## config.mk

```make
export PLATFORM = sky130hd
export DESIGN_NAME = smpc_gran_unit
export DESIGN_NICKNAME = d
export VERILOG_FILES = /design/src/smpc_pkg.sv /design/src/smpc_gran_unit.sv
export SDC_FILE = /design/constraint.sdc
export NUM_CORES = 1
export LEC_CHECK = 0
export BUFFER_PORTS_ARGS = -buffer_cell sky130_fd_sc_hd__buf_2
export CAP_MARGIN = 30
export CORE_ASPECT_RATIO = 2
export CORE_UTILIZATION = 51
export DETAILED_ROUTE_END_ITERATION = 7
export PLACE_DENSITY_LB_ADDON = 0.05
export SLEW_MARGIN = 20
export SYNTH_ARGS = -nofsm -noshare
export SYNTH_HDL_FRONTEND = slang
export SYNTH_SLANG_ARGS = --single-unit
```

## constraint.sdc

```tcl
create_clock -name vclk -period 5.1
set_input_delay 0.255 -clock vclk [all_inputs]
set_output_delay 0.255 -clock vclk [all_outputs]
set_load 0.005 [all_outputs]
```

## src/smpc_pkg.sv

```systemverilog
// Shared constants, field codes and types of the shadow memory poison checker.
package smpc_pkg;

    // Memory geometry. The granule size is a power of two.
    localparam int MEMORY_BYTES        = 8388608;
    localparam int GRANULE_BYTES       = 8;
    localparam int HIGHEST_POISON_CODE = 3;

    localparam int GRANULE_COUNT = (MEMORY_BYTES + GRANULE_BYTES - 1) / GRANULE_BYTES;
    localparam int GRAN_SHIFT    = $clog2(GRANULE_BYTES);
    localparam int IDX_W         = $clog2(GRANULE_COUNT);
    localparam int ADDR_W        = $clog2(MEMORY_BYTES + 1);
    localparam int POS_W         = IDX_W + GRAN_SHIFT + 1;

    // Shadow entry layout.
    localparam int PERM_W = 6;
    localparam int CODE_W = 3;
    localparam int TAIL_W = 4;

    // Stream word widths.
    localparam int S_TDATA_W = 72;
    localparam int M_TDATA_W = 8;

    // Opcodes.
    localparam logic [1:0] OP_POISON    = 2'd0;
    localparam logic [1:0] OP_UNPOISON  = 2'd1;
    localparam logic [1:0] OP_READ_CHK  = 2'd2;
    localparam logic [1:0] OP_WRITE_CHK = 2'd3;

    // Fault classes.
    localparam logic [1:0] FC_NONE   = 2'd0;
    localparam logic [1:0] FC_PERM   = 2'd1;
    localparam logic [1:0] FC_TAIL   = 2'd2;
    localparam logic [1:0] FC_POISON = 2'd3;

    // Permission bits and poison codes.
    localparam logic [PERM_W-1:0] PERM_ALL   = 6'h3F;
    localparam logic [PERM_W-1:0] PERM_READ  = 6'h01;
    localparam logic [PERM_W-1:0] PERM_WRITE = 6'h02;
    localparam logic [CODE_W-1:0] CODE_CLEAN = 3'd0;
    localparam logic [CODE_W-1:0] CODE_USER  = 3'd1;

    // Configuration register indexes.
    localparam logic [0:0] CFG_CHECKER_EN = 1'b0;
    localparam logic [0:0] CFG_EXC_EN     = 1'b1;

    typedef struct packed {
        logic [TAIL_W-1:0] tail;
        logic [CODE_W-1:0] code;
        logic [PERM_W-1:0] perms;
    } entry_t;

    localparam entry_t ENTRY_RESET = '{tail: '0, code: CODE_CLEAN, perms: PERM_ALL};

    // Operation in flight, as the granule unit sees it.
    typedef struct packed {
        logic [1:0]        op;
        logic [IDX_W-1:0]  gran;
        logic [ADDR_W-1:0] rs;
        logic [ADDR_W-1:0] re;
        logic [CODE_W-1:0] code;
    } job_t;

    // Verdict of the granule unit for one entry.
    typedef struct packed {
        logic              wr;
        entry_t            entry;
        logic [1:0]        fclass;
        logic [CODE_W-1:0] fcode;
    } gran_res_t;

    // Finished result of one operation.
    typedef struct packed {
        logic [1:0]        fclass;
        logic [CODE_W-1:0] fcode;
        logic              access;
    } result_t;

endpackage

```

## src/smpc_gran_unit.sv

```systemverilog
// Per-granule unit: new entry for poison/unpoison, fault verdict for checks.
module smpc_gran_unit (
    input  smpc_pkg::job_t      job,
    input  smpc_pkg::entry_t    entry,
    output smpc_pkg::gran_res_t res
);
    import smpc_pkg::*;

    logic [POS_W-1:0]  gs;
    logic [POS_W-1:0]  ge;
    logic [POS_W-1:0]  rs;
    logic [POS_W-1:0]  re;
    logic [POS_W-1:0]  ss;
    logic [POS_W-1:0]  se;
    logic [POS_W-1:0]  ts;
    logic              head_cut;
    logic              tail_cut;
    logic [PERM_W-1:0] mask;

    always_comb
    begin
        gs       = POS_W'({job.gran, {GRAN_SHIFT{1'b0}}});
        ge       = gs + POS_W'(GRANULE_BYTES);
        rs       = POS_W'(job.rs);
        re       = POS_W'(job.re);
        ss       = (rs > gs) ? rs : gs;
        se       = (re < ge) ? re : ge;
        head_cut = (ss != gs);
        tail_cut = (se != ge);
        mask     = (job.op == OP_WRITE_CHK) ? PERM_WRITE : PERM_READ;
        ts       = ge - POS_W'(entry.tail);

        res = '0;
        case (job.op)
            OP_POISON:
            begin
                res.wr          = 1'b1;
                res.entry.perms = PERM_ALL;
                res.entry.code  = job.code;
                // Range covers the end but not the start: tail is the covered count.
                res.entry.tail  = (!tail_cut && head_cut) ? TAIL_W'(ge - ss) : '0;
            end
            OP_UNPOISON:
            begin
                res.wr = 1'b1;
                if (!head_cut && tail_cut)
                begin
                    res.entry.perms = PERM_ALL;
                    res.entry.code  = (entry.code == CODE_CLEAN) ? CODE_USER : entry.code;
                    res.entry.tail  = TAIL_W'(ge - se);
                end
                else
                begin
                    res.entry = ENTRY_RESET;
                end
            end
            OP_READ_CHK, OP_WRITE_CHK:
            begin
                if ((entry.perms & mask) != mask)
                begin
                    res.fclass = FC_PERM;
                    res.fcode  = entry.code;
                end
                else if (entry.tail != '0)
                begin
                    // Tail set: only overlap with the tail bytes matters.
                    if ((re > ts) && (rs < ge))
                    begin
                        res.fclass = FC_TAIL;
                        res.fcode  = entry.code;
                    end
                end
                else if (entry.code != CODE_CLEAN)
                begin
                    res.fclass = FC_POISON;
                    res.fcode  = entry.code;
                end
            end
            default:
            begin
                res = '0;
            end
        endcase
    end

endmodule

```

==> results of run 1 <==
per-stage QoR:
step	worst slack [ns]	cell area (µm²)	setup TNS (ns)
floorplan	0.0889	4130	0
global placement	-0.0876	5100	-0.127
detailed placement	-0.147	5100	-0.830
CTS	0.000810	5170	0
global route	-0.0216	5270	-0.0729
finish	0.213	5270	0
cell type report:
| type | count | share of cell area |
|---|---|---|
| tap | 96 | 0.0228 |
| inverter | 38 | 0.0271 |
| multi-input combinational | 483 | 0.753 |
| timing repair buffer | 171 | 0.197 |
what timing repair did:
item	4_1_cts	5_1_grt
gates cloned	0	0
setup buffers	1	2
resized for setup	19	17
pin swaps	4	10
setup endpoints to repair	10	11
cell usage after synthesis, types with 7 or more instances:
cell type,n,area share
sky130_fd_sc_hd__nor3_1,15,0.018
sky130_fd_sc_hd__nor4_1,10,0.015
sky130_fd_sc_hd__inv_1,38,0.035
sky130_fd_sc_hd__nand4_1,16,0.024
sky130_fd_sc_hd__clkbuf_1,7,0.0064
sky130_fd_sc_hd__xor2_1,16,0.034
sky130_fd_sc_hd__nor2b_1,8,0.012
sky130_fd_sc_hd__a21oi_1,27,0.033
sky130_fd_sc_hd__a21o_1,11,0.020
sky130_fd_sc_hd__nor2_1,24,0.022
sky130_fd_sc_hd__o21ai_0,18,0.022
sky130_fd_sc_hd__ha_1,80,0.24
sky130_fd_sc_hd__xnor3_1,7,0.038
sky130_fd_sc_hd__buf_4,7,0.013
sky130_fd_sc_hd__nand3_1,29,0.035
sky130_fd_sc_hd__xnor2_1,51,0.11
sky130_fd_sc_hd__buf_2,8,0.0097
sky130_fd_sc_hd__nand2_1,47,0.043
sky130_fd_sc_hd__a31oi_1,9,0.014
sky130_fd_sc_hd__and3_1,11,0.017
critical path, cell delays in order:
cell and delay [ns]:
sky130_fd_sc_hd__clkbuf_4 0.16, sky130_fd_sc_hd__buf_6 0.14, sky130_fd_sc_hd__nand2_1 0.07, sky130_fd_sc_hd__buf_4 0.19, sky130_fd_sc_hd__nor4_2 0.17, sky130_fd_sc_hd__buf_4 0.17, sky130_fd_sc_hd__xnor2_1 0.19, sky130_fd_sc_hd__and3_4 0.29
sky130_fd_sc_hd__buf_4 0.12, sky130_fd_sc_hd__and3_1 0.32, sky130_fd_sc_hd__xor2_1 0.12, sky130_fd_sc_hd__ha_1 0.40, sky130_fd_sc_hd__nand4_1 0.33, sky130_fd_sc_hd__nor4_2 0.38, sky130_fd_sc_hd__buf_4 0.20, sky130_fd_sc_hd__o31a_1 0.22
sky130_fd_sc_hd__o31ai_1 0.12, sky130_fd_sc_hd__a21oi_1 0.21, sky130_fd_sc_hd__a31oi_1 0.07, sky130_fd_sc_hd__a2111oi_0 0.29, sky130_fd_sc_hd__buf_2 0.19
power by group through the flow:
stage | clock network, mW | logic (mW) | registers (mW)
floorplan | 0 | 0.263 | 0
global placement | 0 | 0.422 | 0
detailed placement | 0 | 0.437 | 0
CTS | 0 | 0.445 | 0
global route | 0 | 0.499 | 0
finish | 0 | 0.456 | 0
cell families (layout without fill, tap and decap cells):
kind of cell,count (synthesis),after routing,synth area share
AND/OR/NAND/NOR,195,195,0.261
AO/OA/AOI/OAI,125,125,0.219
adder cells (fa/ha/maj),81,81,0.245
XOR/XNOR,75,75,0.184
buffers and inverters,64,209,0.0725
multiplexers,7,7,0.0185
final timing paths:
kind,startpoint,end,slack (ns)
worst max-delay path,job[51],res[4],0.21
worst min-delay path,job[0],res[11],0.80
per-layer routing:
metal,global-route usage,share of wire,routed length (µm)
met3,0.0211,0.034,527
met5,0,0,0
met4,0.275,0.095,1470
met2,0.732,0.54,8360
met1,0.328,0.33,5150
==> metrics list, run 1 <==
- The run finished with clean final reports.
- STA classifies the critical path endpoint as an output pin.
* Global route overflow: 0
* Slew of the pin with the lowest slew margin: 0.676 ns
- Vias after detailed routing: between 4,000 and 5,000
* Worst path arrival time: roughly 4.6 ns
* Pin count of the biggest net entering global routing: 13
* Part of the power in registers: 0
- First-pass DRT Iterations: 4
* Largest fanout on the critical path: 10
- The final-report max-slew violation count is 0.
* ANT cells: 0
- Using the TritonRoute via totals, the vias-per-cell ratio works out to 6.16.
- After detailed routing, the average wire length per cell comes to 19.7 µm.
- The first global-routing pass estimated 23.5 mm of wire.
* Switching portion of total power: 0.549
- Final ANT Viol Nets: 0
- Core Rows: between 40 and 50
- Fill cell instance count of the final layout: 757
* Fraction of final layout cells with drive strength greater than 1: 0.303
- CLK BUF: 0
- For this run, the register share of the synthesized area comes to 0.
- Internal power comes to between 0.2 and 0.25 mW.
- Highest-count cells in the layout ignoring fill and taps: sky130_fd_sc_hd__buf_2, sky130_fd_sc_hd__ha_1, sky130_fd_sc_hd__buf_4, sky130_fd_sc_hd__xnor2_1, sky130_fd_sc_hd__nand2_1
- Routed wire length: 15.5 mm
- In this run, distinct cell masters in the synthesized netlist total 70.
- Fmax achieved: between 0.2 and 0.25 GHz
* Area growth from synthesis to layout: 27.7%
* Worst hold-check slack: around 0.80 ns
* Count of placed standard cells including taps: 785
- The analysis attributes to net switching a power of 0.250 mW.
- The core region is between 7000 and 8000 µm².
- Hold buffers post-CTS: 0
- Synthesized area: ~4100 µm²
- Dividing the synthesized area by the synthesized cell count gives ~7.5 µm².
* Number of design-rule violations left by the first detailed-router iteration: about 240
- There are 0 flip-flops and latches.
* Net count reported at finish: 860
- For this run, the number of Yosys warnings is 0.
- Across the whole layout, storage elements account for 0 µm².
* Final worst path period share: 0.958
* Power per standard cell area: a little under 90 nW/µm²
* IR Drop Worst-Case VDD: 0.0512 mV
- In this run the tool buffered the top-level ports with a little over 100 buffer cells.
* Count of final hold-check violations: 0
- Post-Syn Instances: between 500 and 600
- Setup violations remaining at the end of the flow were counted as 0.
- Counting instances, the worst hold path has a depth of 3.
- The worst setup path is launched from an input pin.
- Overall power after layout: approximately 0.46 mW
- Counting every net in the synthesized netlist gives approximately 710.
* Top Ports: about 110
- Gr usage total: 0.368
- From bottom edge to top edge, the die measures 129 µm.
* Setup Crit Path Kind: input pin to output pin
* Minimum clock period: 4.89 ns
- The finished layout holds about 790 standard cells, fillers aside.
- Horizontal die dimension: 65.6 µm
- The path class of the tightest hold or removal check is input pin to output pin.
* Remaining routing DRC violations: 0
- The die covers 8470 µm².
- Starting density of the core: 0.523
- The share of total power dissipated in combinational logic is 1.000.
- Clock share of power: 0
- Max-Cap Viols: 0
- For the worst setup path, the data required time is 4.85 ns.
- The number of global-route vias before repair came to between 4,000 and 5,000.
- Final standard cell utilization of the core: 0.668
- Most common library cell in the layout ignoring fill and taps: sky130_fd_sc_hd__buf_2
* Half-perimeter wire length after detailed placement: 13.7 mm
* Antenna violations before repair: 0
- Leakage Power: approximately 2.5 nW
- RD Place Congestion: between 0.9 and 1
* Slew headroom: 0.549
* Area of the multi-input gates: between 3000 and 4000 µm²
Power figures use the tool's default switching activity.
==> run 2: changes to the inputs <==
Settings changed: ABC_CLOCK_PERIOD_IN_PS set to 5100, PLACE_DENSITY set to 0.77, PLACE_DENSITY_LB_ADDON 0.05 to unset.
==> metrics list, run 2 (same netlist as run 1, synthesis figures left out) <==
* RD Place Congestion: 0.987 (+3.6%)
- The hold violation count in the final report was 0 (unchanged).
- Setup repair after global routing could not meet its margin everywhere.
- Via count of the first global-routing pass: 4,917 (+1.4%)
- GRT met1 Usage: 0.321 (-0.00671)
* Kind of start point of the critical path: input pin
* Minimum clock period: 5.00 ns (+0.111 ns)
* Slew of the pin with the lowest slew margin: 0.723 ns (+0.0472 ns)
* Total of endpoints with negative setup slack in the final report: 0 (unchanged)
- The final routed wirelength across all metal layers came to 15.3 mm (-1.6%).
* Top Ports: 105 (unchanged)
- Wire length of the first global-routing pass: 23.3 mm (-1.3%)
- The initial standard-cell utilization of the core was 0.523 (unchanged).
* Slew headroom: 0.517 (-0.0325)
- CLK BUF: 0 (unchanged)
- The total congestion overflow came to 0 (unchanged).
- The initial antenna violation count is 0 (unchanged).
- The share of the cycle needed by the critical path after routing is 0.980 (+0.0219).
- The path class of the tightest hold or removal check is input pin to output pin.
- Power per standard cell area: 87.2 nW/µm² (+0.57%)
- In the layout the commonest cells are sky130_fd_sc_hd__buf_2, sky130_fd_sc_hd__ha_1, sky130_fd_sc_hd__buf_4, sky130_fd_sc_hd__xnor2_1, sky130_fd_sc_hd__nand2_1.
- Place WS: -0.178 ns (-0.0306 ns)
* Most common library cell in the layout ignoring fill and taps: sky130_fd_sc_hd__buf_2
- The fmax came to 0.200 GHz (-2.2%).
* Area of the multi-input gates: 4020 µm² (+1.3%)
- The floorplan row count is 46 (unchanged).
- The count of buffer and inverter cells on the critical path came to 2 (-5).
* Number of buffers added on ports: 101 (unchanged)
- The kind of cell with the highest combined delay along the critical path is simple AND/OR/NAND/NOR gates.
- Routed length per placed instance: 19.5 µm (-1.1%)
- The utilization after layout came to 0.675 (+0.00682).
- CP Cell Sequence: buf_6 -> nand4_1 -> or4_4 -> nor2_4 -> nand3_4 -> xnor2_4 -> ha_4 -> nand4_1 -> o21ai_1 -> nand4b_1 -> o32ai_4 -> nand2_1 -> ha_2 -> nand4b_1 -> a2111oi_2 -> nand4_1 -> or4_4 -> nor4_4 -> o21ba_4 -> mux2_4 -> buf_6
* First-pass DRT Iterations: 5 (+1)
* Storage cell area: 0 µm² (unchanged)
- Area growth from synthesis to layout: 29.0%
- Sequential cells: 0 (unchanged)
* Overall power after layout: 0.464 mW (+1.6%)
- ANT cells: 0 (unchanged)
* Min setup slack post-route: 0.102 ns (-0.111 ns)
- The critical path is of the input pin to output pin type.
- Vert. Die Dim: 129 µm (unchanged)
- Final ANT Viol Nets: 0 (unchanged)
- The arrival time of data at the critical path endpoint is 4.74 ns (+0.11 ns).
* Largest fanout on the critical path: 6 (-4)
* Vias after detailed routing: 4,971 (+2.5%)
- IR Drop Worst-Case VDD: 0.0431 mV (-16%)
- Gr usage total: 0.356 (-0.0120)
- The DRC violation total after the first TritonRoute iteration is 247 (+4.7%).
- The final HPWL from detailed placement was 13.0 mm (-5.0%).
* Met2 track demand over resource in global routing: 0.710 (-0.0218)
- The die extent in x was 65.6 µm (unchanged).
* Critical Path RT: 4.85 ns (about the same)
- The cell that appears most often on the critical path is sky130_fd_sc_hd__nand4_1.
* Status: finished, final reports clean
* Max-Cap Viols: 0 (unchanged)
- The met3 layer usage reported by global route was 0.0273 (+0.00616).
- The DRC violation count after routing was 0 (unchanged).
- DR vias/cell: 6.34 (+3.0%)
* Crit path largest cell delay: 0.63 ns (+0.23 ns)
* Pin count of the biggest net entering global routing: 19 (+6)
- The final-report max-slew violation count was 0 (unchanged).
* Net count reported at finish: 856 (-0.47%)
- The worst setup path is captured at an output pin.
* Slowest cell on the critical path: sky130_fd_sc_hd__or4_4
- Placeable core region: 7890 µm² (unchanged)
* Fill cell instance count of the final layout: 692 (-8.6%)
- Die area: 8470 µm² (unchanged)
* Fraction of final layout cells with drive strength greater than 1: 0.310 (+0.00612)
- Leakage Power: 2.54 nW (about the same)
* Busiest metal layer after global routing: met2
-- run 2: cell types whose count changed in the layout (fill, tap and decap cells not counted), sizes merged --
cell	change
buf	-4
-- run 2: cell type report --
type,instances,share of cell area
Tap cell,96,0.0226
Multi-Input combinational cell,483,0.755
Inverter,38,0.0268
Timing Repair Buffer,167,0.195
-- run 2: report_power, final --
| group | internal (mW) | leakage (nW) | switching (mW) |
|---|---|---|---|
| Clock | 0 | 0 | 0 |
| Combinational | 0.211 | 2.54 | 0.252 |
| Sequential | 0 | 0 | 0 |
| Total | 0.211 | 2.54 | 0.252 |
-- run 2: routing by layer --
metal | part of all wire | wire length (µm)
met1 | 0.32 | 4960
met2 | 0.54 | 8250
met3 | 0.049 | 754
met4 | 0.085 | 1300
met5 | 0 | 0
-- run 2: repair_timing --
action                     4_1_cts  5_1_grt
hold buffers                     0        0
pin swaps                        0       18
setup endpoints to repair        7       10
buffers inserted                 0        5
resized for setup               10       40
-- run 2: worst paths after layout --
check / start / to / slack [ns] / depth (start not counted)
worst max-delay path: job[56] / res[14] / 0.10 / 21
worst min-delay path: job[2] / res[13] / 0.80 / 3
-- run 2: stage by stage --
stage | hold WS, ns | instance area [µm²] | setup TNS (ns) | cells
floorplan | 0.584 | 4130 | 0 | 547
CTS | 0.792 | 5080 | 0 | 779
finish | 0.801 | 5320 | 0 | 784
detailed placement | 0.786 | 5050 | -0.643 | 779
global route | 0.797 | 5320 | -0.785 | 784
global placement | 0.787 | 5050 | -0.496 | 779
-- run 2: worst min-delay path: stages --
cell and delay (ns):
sky130_fd_sc_hd__buf_2 0.07, sky130_fd_sc_hd__a32o_1 0.11, sky130_fd_sc_hd__buf_2 0.11
==> run 3: changes to the inputs <==
Settings changed: BUFFER_PORTS_ARGS -buffer_cell sky130_fd_sc_hd__buf_2 to unset, DONT_BUFFER_PORTS set to 1, PLACE_DENSITY 0.77 to 0.66.
==> metrics list, run 3 (same netlist as run 1, synthesis figures left out) <==
- Filler-free cell count of the finished design: 645 (-18%)
- Final standard cell utilization of the core: 0.555 (-0.120)
* Minimum clock period: 4.78 ns (-0.215 ns)
* Max-Cap Viols: 0 (unchanged)
- The cell depth of the worst min-delay path was 2 (-1).
- Top Ports: 105 (unchanged)
- Fraction of final layout cells with drive strength greater than 1: 0.109 (-0.200)
- The placeable core region came to 7890 µm² (unchanged).
- Count of final hold-check violations: 0 (unchanged)
* Cell area after layout: 4380 µm² (-18%)
- Antenna violations before repair: 0 (unchanged)
* Status: finished, final reports clean
* Final total negative setup slack: 0 ns (unchanged)
- The share of the cycle needed by the critical path after routing came to 0.938 (-0.0422).
* Core Rows: 46 (unchanged)
- Count of placed standard cells including taps: 645 (-17%)
- The initial standard-cell utilization of the core was 0.523 (unchanged).
- Hold buffers post-CTS: 0 (unchanged)
* Pin count of the biggest net entering global routing: 19 (unchanged)
* Clock share of power: 0 (unchanged)
- The number of clock buffer instances in the layout came to 0 (unchanged).
- The largest fanout on the critical path came to 11 (+5).
* Number of buffers added on ports: 0 (-100%)
- Leaving out fill and tap cells, the most frequent cell in the layout is sky130_fd_sc_hd__ha_1.
* Critical hold path startpoint: job[72]
- The highest ir drop seen on vdd was 0.0370 mV (-14%).
- Routed length per placed instance: 21.3 µm (+9.6%)
* Wire length of the first global-routing pass: 21.0 mm (-9.5%)
- Setup fix buffers added after clock tree synthesis: 0 (unchanged)
* Setup Crit Path Kind: input pin to output pin
- The vertical extent of the die is 129 µm (unchanged).
- The routed via count divided by cell count came to 6.63 (+4.5%).
- Total of endpoints with negative setup slack in the final report: 0 (unchanged)
- Leakage Power: 1.90 nW (-25%)
- Area growth from synthesis to layout: 6.07%
- The path with the worst hold slack has its endpoint at res[0].
- Number of design-rule violations left by the first detailed-router iteration: 236 (-4.5%)
- Horizontal die dimension: 65.6 µm (unchanged)
- Overall power after layout: 0.339 mW (-27%)
* Fill cell instance count of the final layout: 802 (+16%)
- Vias after detailed routing: 4,275 (-14%)
- The total congestion overflow is 0 (unchanged).
- Kind of start point of the critical path: input pin
- The total power density per cell area was 77.5 nW/µm² (-11%).
* Total cell area at the placement stage: 4300 µm² (-15%)
* Switching portion of total power: 0.526 (-0.0180)
* ANT cells: 0 (unchanged)
- In the layout the commonest cells are sky130_fd_sc_hd__ha_1, sky130_fd_sc_hd__xnor2_1, sky130_fd_sc_hd__nand2_1, sky130_fd_sc_hd__inv_1, sky130_fd_sc_hd__nand3_1.
- The area of the die is 8470 µm² (unchanged).
- The combinational cell fraction of total power is 1.000 (about the same).
* Storage cell area: 0 µm² (unchanged)
- The multi-input logic area is 3900 µm² (-2.9%).
* Routed wire length: 13.8 mm (-9.8%)
* Final ANT Viol Nets: 0 (unchanged)
- Via count of the first global-routing pass: 4,286 (-13%)
* Internal Power: 0.161 mW (-24%)
- First-pass DRT Iterations: 5 (unchanged)
- Fmax achieved: 0.209 GHz (+4.5%)
- Place WS: -0.0481 ns (+0.130 ns)
- Worst path arrival time: 4.53 ns (-0.21 ns)
- The transition time at the pin with the least slew margin was 0.639 ns (-0.0841 ns).
- Remaining routing DRC violations: 0 (unchanged)
* Gr usage total: 0.324 (-0.0313)
* Element type at the critical path end: output pin
- Final-report max-slew violation count: 0 (unchanged)
- Setup repair after global routing left no endpoint under its margin.
- The sequential cell count came to 0 (unchanged).
- The required time of the worst setup path is 4.85 ns (about the same).
* RD Place Congestion: 0.962 (-2.5%)
- Slew headroom: 0.570 (+0.0536)
- Worst hold-check slack: 0.589 ns (-0.211 ns)
* Class of the tightest hold or removal check: input pin to output pin
* Net count reported at finish: 717 (-16%)
* Min setup slack post-route: 0.317 ns (+0.215 ns)
* Half-perimeter wire length after detailed placement: 12.2 mm (-6.7%)
* Part of the power in registers: 0 (unchanged)
- Reported net switching power: 0.179 mW (-29%)
## run 3: changes by cell type in the layout (fill, tap and decap cells not counted), moves of 2 or more
cell and delta:
sky130_fd_sc_hd__nor4_1 +2, sky130_fd_sc_hd__a2111oi_2 -2, sky130_fd_sc_hd__buf_4 -37, sky130_fd_sc_hd__or4_1 +2
sky130_fd_sc_hd__buf_6 -6, sky130_fd_sc_hd__xnor2_1 +2, sky130_fd_sc_hd__ha_1 +2, sky130_fd_sc_hd__or4_4 -2
sky130_fd_sc_hd__buf_2 -95
## run 3: worst max path at each step
stage	end	from	slack, ns	cells past startpoint
6_report	res[14]	job[51]	0.32	21
5_1_grt	res[14]	job[54]	0.002	20
4_1_cts	res[14]	job[51]	0.07	21
3_5_place_dp	res[14]	job[51]	-0.05	19
3_3_place_gp	res[14]	job[51]	0.02	19
2_1_floorplan	res[14]	job[51]	0.09	22
## run 3: final cells by class
class / count / share of cell area
inverter: 38 / 0.0326
multi-input combinational: 483 / 0.892
tap: 96 / 0.0275
timing repair buffer: 28 / 0.0480
## run 3: power by group through the flow
stage	sequential, mW	clock [mW]	combinational (mW)
after global routing	0	0	0.376
after CTS	0	0	0.331
final	0	0	0.339
after floorplan	0	0	0.263
after global placement	0	0	0.317
after detailed placement	0	0	0.327
## run 3: worst max-delay path, cell delays in order
cell and delay, ns:
sky130_fd_sc_hd__ha_2 0.24, sky130_fd_sc_hd__inv_1 0.08, sky130_fd_sc_hd__or4_4 0.58, sky130_fd_sc_hd__buf_4 0.18, sky130_fd_sc_hd__nor2_4 0.10, sky130_fd_sc_hd__xnor2_1 0.19
sky130_fd_sc_hd__ha_1 0.21, sky130_fd_sc_hd__a21o_1 0.11, sky130_fd_sc_hd__a21oi_1 0.07, sky130_fd_sc_hd__o21ai_1 0.16, sky130_fd_sc_hd__nand4b_1 0.19, sky130_fd_sc_hd__o32ai_4 0.12
sky130_fd_sc_hd__nand2_1 0.10, sky130_fd_sc_hd__ha_1 0.17, sky130_fd_sc_hd__nand4b_1 0.14, sky130_fd_sc_hd__a2111oi_2 0.30, sky130_fd_sc_hd__nand4_1 0.13, sky130_fd_sc_hd__or4_1 0.46
sky130_fd_sc_hd__nor4_4 0.19, sky130_fd_sc_hd__o21ba_4 0.23, sky130_fd_sc_hd__mux2_4 0.31
## run 3: what timing repair did
item	CTS	global route
setup endpoints to repair	5	7
resized for setup	9	13
pin swaps	0	2
## run 3: metal layers
layer | global-route usage | routed length (µm) | vias up
met2 | 0.646 | 7500 | 178
met5 | 0 | 0 | -
met3 | 0.0308 | 712 | 45
met1 | 0.301 | 4520 | 1996
met4 | 0.197 | 1030 | 0
li1 | - | - | 2056
